===== config.mk =====
export PLATFORM = sky130hd
export DESIGN_NAME = svc_ctrl
export DESIGN_NICKNAME = d
export VERILOG_FILES = /design/src/rtl/svc_pkg.sv /design/src/rtl/svc_ctrl.sv
export SDC_FILE = /design/constraint.sdc
export NUM_CORES = 1
export LEC_CHECK = 0
export ABC_AREA = 1
export BUFFER_PORTS_ARGS = -buffer_cell sky130_fd_sc_hd__clkbuf_2
export CAP_MARGIN = 5
export CORE_AREA = 2 2 39 41
export CTS_CLUSTER_SIZE = 25
export DETAILED_ROUTE_END_ITERATION = 8
export DIE_AREA = 0 0 41 43
export HOLD_SLACK_MARGIN = 0.05
export PLACE_DENSITY = 0.45
export SLEW_MARGIN = 40
export SYNTH_ARGS = -nofsm -noshare
export SYNTH_HDL_FRONTEND = slang
export SYNTH_SLANG_ARGS = --single-unit

===== constraint.sdc =====
create_clock -name clk -period 1.5 [get_ports clk]
set_input_delay 0.15 -clock clk [delete_from_list [all_inputs] [get_ports clk]]
set_output_delay 0.15 -clock clk [all_outputs]
set_load 0.02 [all_outputs]

===== src/rtl/svc_pkg.sv =====
// Shared constants and types for the strided valid 2D convolution block.
package svc_pkg;

  localparam int unsigned DEF_MAX_IMAGE  = 1024;
  localparam int unsigned DEF_MAX_KERNEL = 7;

  localparam int unsigned PIX_W  = 16;
  localparam int unsigned ACC_W  = 40;
  localparam int unsigned IDX_W  = 10;
  localparam int unsigned KSZ_W  = 3;
  localparam int unsigned STR_W  = 3;
  localparam int unsigned IMG_W  = 11;
  localparam int unsigned CFG_W  = 11;
  localparam int unsigned CIDX_W = 2;

  // configuration register indexes
  localparam logic [CIDX_W-1:0] REG_KERNEL = 2'd0;
  localparam logic [CIDX_W-1:0] REG_STRIDE = 2'd1;
  localparam logic [CIDX_W-1:0] REG_IMAGE  = 2'd2;

  localparam logic OP_WEIGHT = 1'b0;
  localparam logic OP_PIXEL  = 1'b1;

  // controller to datapath commands
  typedef struct packed {
    logic wr_weight;
    logic wr_pixel;
    logic acc_clr;
    logic acc_en;
    logic load_out;
  } svc_cmd_t;

  // datapath to controller status
  typedef struct packed {
    logic fire;
    logic mac_last;
  } svc_sts_t;

endpackage


===== src/rtl/svc_ctrl.sv =====
// Controller state machine: sequences weight load, pixel store and window MAC.
module svc_ctrl (
  input  logic            clk,
  input  logic            rst_n,
  input  logic            in_valid,
  output logic            in_ready,
  input  logic            in_opcode,
  input  logic            out_valid,
  input  logic            out_ready,
  input  svc_pkg::svc_sts_t sts,
  output svc_pkg::svc_cmd_t cmd
);
  import svc_pkg::*;

  typedef enum logic [3:0] {
    ST_IDLE = 4'b0001,
    ST_READ = 4'b0010,
    ST_MAC  = 4'b0100,
    ST_OUT  = 4'b1000
  } state_t;

  state_t state_r, state_nxt;
  logic   in_xfer;

  // accept only while idle; a pending result may still wait downstream
  assign in_ready = (state_r == ST_IDLE);
  assign in_xfer  = in_valid && in_ready;

  always_comb begin
    state_nxt = state_r;
    cmd       = '0;
    unique case (state_r)
      ST_IDLE: begin
        if (in_xfer) begin
          if (in_opcode == OP_WEIGHT) begin
            cmd.wr_weight = 1'b1;
          end else begin
            cmd.wr_pixel = 1'b1;
            if (sts.fire) begin
              cmd.acc_clr = 1'b1;
              state_nxt   = ST_READ;
            end
          end
        end
      end
      ST_READ: begin
        // first memory read is in flight
        state_nxt = ST_MAC;
      end
      ST_MAC: begin
        cmd.acc_en = 1'b1;
        if (sts.mac_last) state_nxt = ST_OUT;
      end
      ST_OUT: begin
        if (!out_valid || out_ready) begin
          cmd.load_out = 1'b1;
          state_nxt    = ST_IDLE;
        end
      end
      default: state_nxt = ST_IDLE;
    endcase
  end

  always_ff @(posedge clk) begin
    if (!rst_n) state_r <= ST_IDLE;
    else        state_r <= state_nxt;
  end

`ifndef SYNTH
  a_mac_after_read: assert property (@(posedge clk) disable iff (!rst_n)
    state_r == ST_READ |=> state_r == ST_MAC) else $error("read not followed by mac");
  a_no_accept_busy: assert property (@(posedge clk) disable iff (!rst_n)
    state_r != ST_IDLE |-> !in_ready) else $error("accept while busy");
  a_load_leaves_out: assert property (@(posedge clk) disable iff (!rst_n)
    cmd.load_out |=> state_r == ST_IDLE) else $error("load without return");
`endif
endmodule


==> metrics.md <==
| Metric | Value |
|---|---|
| Maximum number of pins on one net before global-route repair | `5` |
| Achievable Freq | `approximately 750 MHz` |
| Biggest area contributors in the synthesized netlist | `sky130_fd_sc_hd__dfxtp_1 27%, sky130_fd_sc_hd__nand2_2 8.5%, sky130_fd_sc_hd__nor2_2 8.5%` |
| Crit Path Category | `flip-flop to primary output` |
| Share of the yosys chip area belonging to registers | `a little over a quarter` |
| Number of antenna-violating nets in the routed design | `0` |
| Clock insertion delay at the later pin of the skew report | `about 230 ps` |
| Cell area after synthesis | `293 um2` |
| Worst slew margin | `a little over four fifths` |
| Max rail drop VDD | `~500 uV` |
| Initial antenna violation count | `0` |
| Register containing the most flip-flops in the final layout | `state_r` |
| Grt total ovfl | `0` |
| Layout overhead on the synthesized area | `34.2%` |
| Number of antenna repair diodes | `0` |
| Max-cap violations | `0` |
| Floorplan Core Area | `between 1000 and 1500 um2` |
| Post-synthesis register bit count | `4` |
| Mean area per synthesized cell | `a little under 7 um2` |
| Worst path arrival time | `between 1000 and 1500 ps` |
| Number of synthesis warnings | `0` |
| Number of nets produced by synthesis | `51` |
| RSZ-0062 raised after global routing | `false` |
| Vias in the first global route | `around 290` |
| Critical path endpoint category | `primary output` |
| Number of flip-flops in the largest register | `4` |
| Bufs on Longest Clock Path | `2` |
| Number of placed I/O pins | `14` |
| GR Util All Layers | `a little under a tenth` |
| Post-route fraction of the period consumed by the critical path | `about 89%` |
| Routed wirelength normalized by instance count | `just over 8 um` |
| Area leader, netlist | `sky130_fd_sc_hd__dfxtp_1` |
| Clock tree skew after final layout | `~0.071 ps` |
| Buffers inserted during post-CTS setup optimization | `0` |
| Min Hold Slack | `between 150 and 200 ps` |
| Result of the run | `completed` |
| Final Hold Violating Endpoints | `0` |
| Pwr Total | `314 uW` |
| TritonCTS clock tree | `done` |
| Setup WS post-layout | `around 170 ps` |
| Iteration-0 DRC count of the detailed router | `8` |
| # hold bufs at CTS | `0` |
| Total number of vias | `approximately 310` |
| Startpoint class of the critical path | `flip-flop` |
| Worst setup slack after placement | `between 400 and 500 ps` |
| Final period demand of the worst path | `approximately 1300 ps` |
| First-pass iteration count of the detailed router | `4` |
| Die Wd | `about 40 um` |
| Peak fanout along the critical path | `4` |
| Total Nets Final | `roughly 70` |
| Slew @ Worst Pin | `approximately 220 ps` |
| Share of final-layout standard cells stronger than drive strength 1 | `55.2%` |
| First-pass GRT wire length | `1060 um` |
| Area of the die | `~1800 um2` |
| Half-perimeter wire length of the detailed placement result | `approximately 520 um` |
| Number of instances in the synthesized netlist | `43` |
| Cell area power density | `roughly 800 nW/um2` |
| Number of buffers inserted by port buffering | `13` |
| Summed negative setup slack over all endpoints | `0 ps` |
| Routability Congestion | `0.673` |
| Synth top area share | `between 20% and 30%` |
| Total detailed-routing wirelength | `approximately 610 um` |
| Clock edge transition at the registers on the reported setup and hold paths | `approximately 40 ps` |
| Final setup violating endpoints | `0` |
| Average via count per standard cell | `~4.2` |
| Largest registers in the final layout | `state_r: 4 flops` |
| Starting Density | `21.2%` |
| Yosys cell types | `17` |
| Vertical die dimension | `between 40 and 50 um` |
| Worst path required time | `1350 ps` |
| Count of H-tree levels built during CTS | `1` |
| Hold crit path type | `input pin to flip-flop` |
| Post-detailed-route DRC marker count | `0` |
| Fin. max-slew vios | `0` |
| Post-cts sizing count | `0` |
| Number of clock buffers inserted by TritonCTS | `3` |
| Leakage power | `approximately 0.00019 uW` |
| CTS Root Buffer Type | `sky130_fd_sc_hd__clkbuf_4` |
| Number of clock sinks | `4` |
| Cell Rows | `14` |
[worst max-delay path, stage by stage (launching register included)]
cell and delay, ps:
sky130_fd_sc_hd__dfxtp_1 330, sky130_fd_sc_hd__inv_2 60, sky130_fd_sc_hd__nor2_2 110, sky130_fd_sc_hd__nand2_2 70, sky130_fd_sc_hd__inv_2 70, sky130_fd_sc_hd__nand2_4 60, sky130_fd_sc_hd__nor2_1 80, sky130_fd_sc_hd__clkbuf_2 170
[synthesized netlist by cell type]
cell                       count
sky130_fd_sc_hd__dfxtp_1       4
sky130_fd_sc_hd__nand2_2       4
sky130_fd_sc_hd__nor2_1        5
sky130_fd_sc_hd__nand2_4       1
sky130_fd_sc_hd__nor3_2        1
sky130_fd_sc_hd__inv_1         4
sky130_fd_sc_hd__buf_4         1
sky130_fd_sc_hd__o21ai_0       1
sky130_fd_sc_hd__nand4_1       1
sky130_fd_sc_hd__o21bai_2      1
sky130_fd_sc_hd__nand2_1       4
sky130_fd_sc_hd__a21oi_1       2
sky130_fd_sc_hd__nor2_4        1
sky130_fd_sc_hd__inv_2         4
sky130_fd_sc_hd__nor2_2        4
sky130_fd_sc_hd__nand3_1       4
sky130_fd_sc_hd__a31oi_1       1
[cell families (layout without fill, tap and decap cells)]
logic type | after synthesis | in the layout | share of synthesized area [%]
buffers and inverters | 9 | 24 | 12.8
flip-flops | 4 | 4 | 27.4
AND/OR/NAND/NOR | 25 | 25 | 48.7
AO/OA/AOI/OAI | 5 | 5 | 11.1
[area by class of cell]
cell class | count | area [um2]
fillers | 152 | 991
multi-input cells | 30 | 175
flip-flops and latches | 4 | 80.1
repair buffers | 13 | 65.1
inverters | 8 | 30.0
clock buffers | 3 | 22.5
well taps | 16 | 20.0
[where the power goes]
| group | internal, uW | switching, uW |
|---|---|---|
| logic | 25.6 | 44.4 |
| registers | 110 | 2.44 |
| clock network | 89.4 | 42.1 |
[path summary, 6_finish.rpt]
check	from	endpoint	slack [ps]	cells after the start
worst max-delay path	state_r[0]$_SDFFE_PN1P_	cmd[2]	170	7
worst min-delay path	sts[1]	state_r[1]$_SDFFE_PN0P_	180	3
worst max register to register	state_r[0]$_SDFFE_PN1P_	state_r[3]$_SDFFE_PN0P_	540	5
worst min register to register	state_r[1]$_SDFFE_PN0P_	state_r[2]$_SDFFE_PN0P_	550	2
[per-layer routing]
layer  wire length (um)  up-vias  GRT usage [%]
li1                   -      165              -
met1                256      129           9.29
met2                269       18           13.4
met3                 85        0           9.95
met4                  0        0           2.00
met5                  0        -              0
[cell usage in the layout (no fill, tap or decap), types with 3 or more instances in the layout]
| master | synthesis | final |
|---|---|---|
| sky130_fd_sc_hd__clkbuf_2 | 0 | 13 |
| sky130_fd_sc_hd__clkbuf_4 | 0 | 3 |
| sky130_fd_sc_hd__dfxtp_1 | 4 | 4 |
| sky130_fd_sc_hd__inv_1 | 4 | 4 |
| sky130_fd_sc_hd__inv_2 | 4 | 4 |
| sky130_fd_sc_hd__nand2_1 | 4 | 4 |
| sky130_fd_sc_hd__nand2_2 | 4 | 4 |
| sky130_fd_sc_hd__nand3_1 | 4 | 4 |
| sky130_fd_sc_hd__nor2_1 | 5 | 5 |
| sky130_fd_sc_hd__nor2_2 | 4 | 4 |
[per-stage QoR]
step           cells  cell area, um2  util (%)
5_1_grt           74             393      28.4
2_1_floorplan     43             293         -
3_3_place_gp      71             370      26.8
4_1_cts           74             393      28.4
3_5_place_dp      71             370      26.8
6_report          74             393      28.4
(Power assumes the default switching activity.)
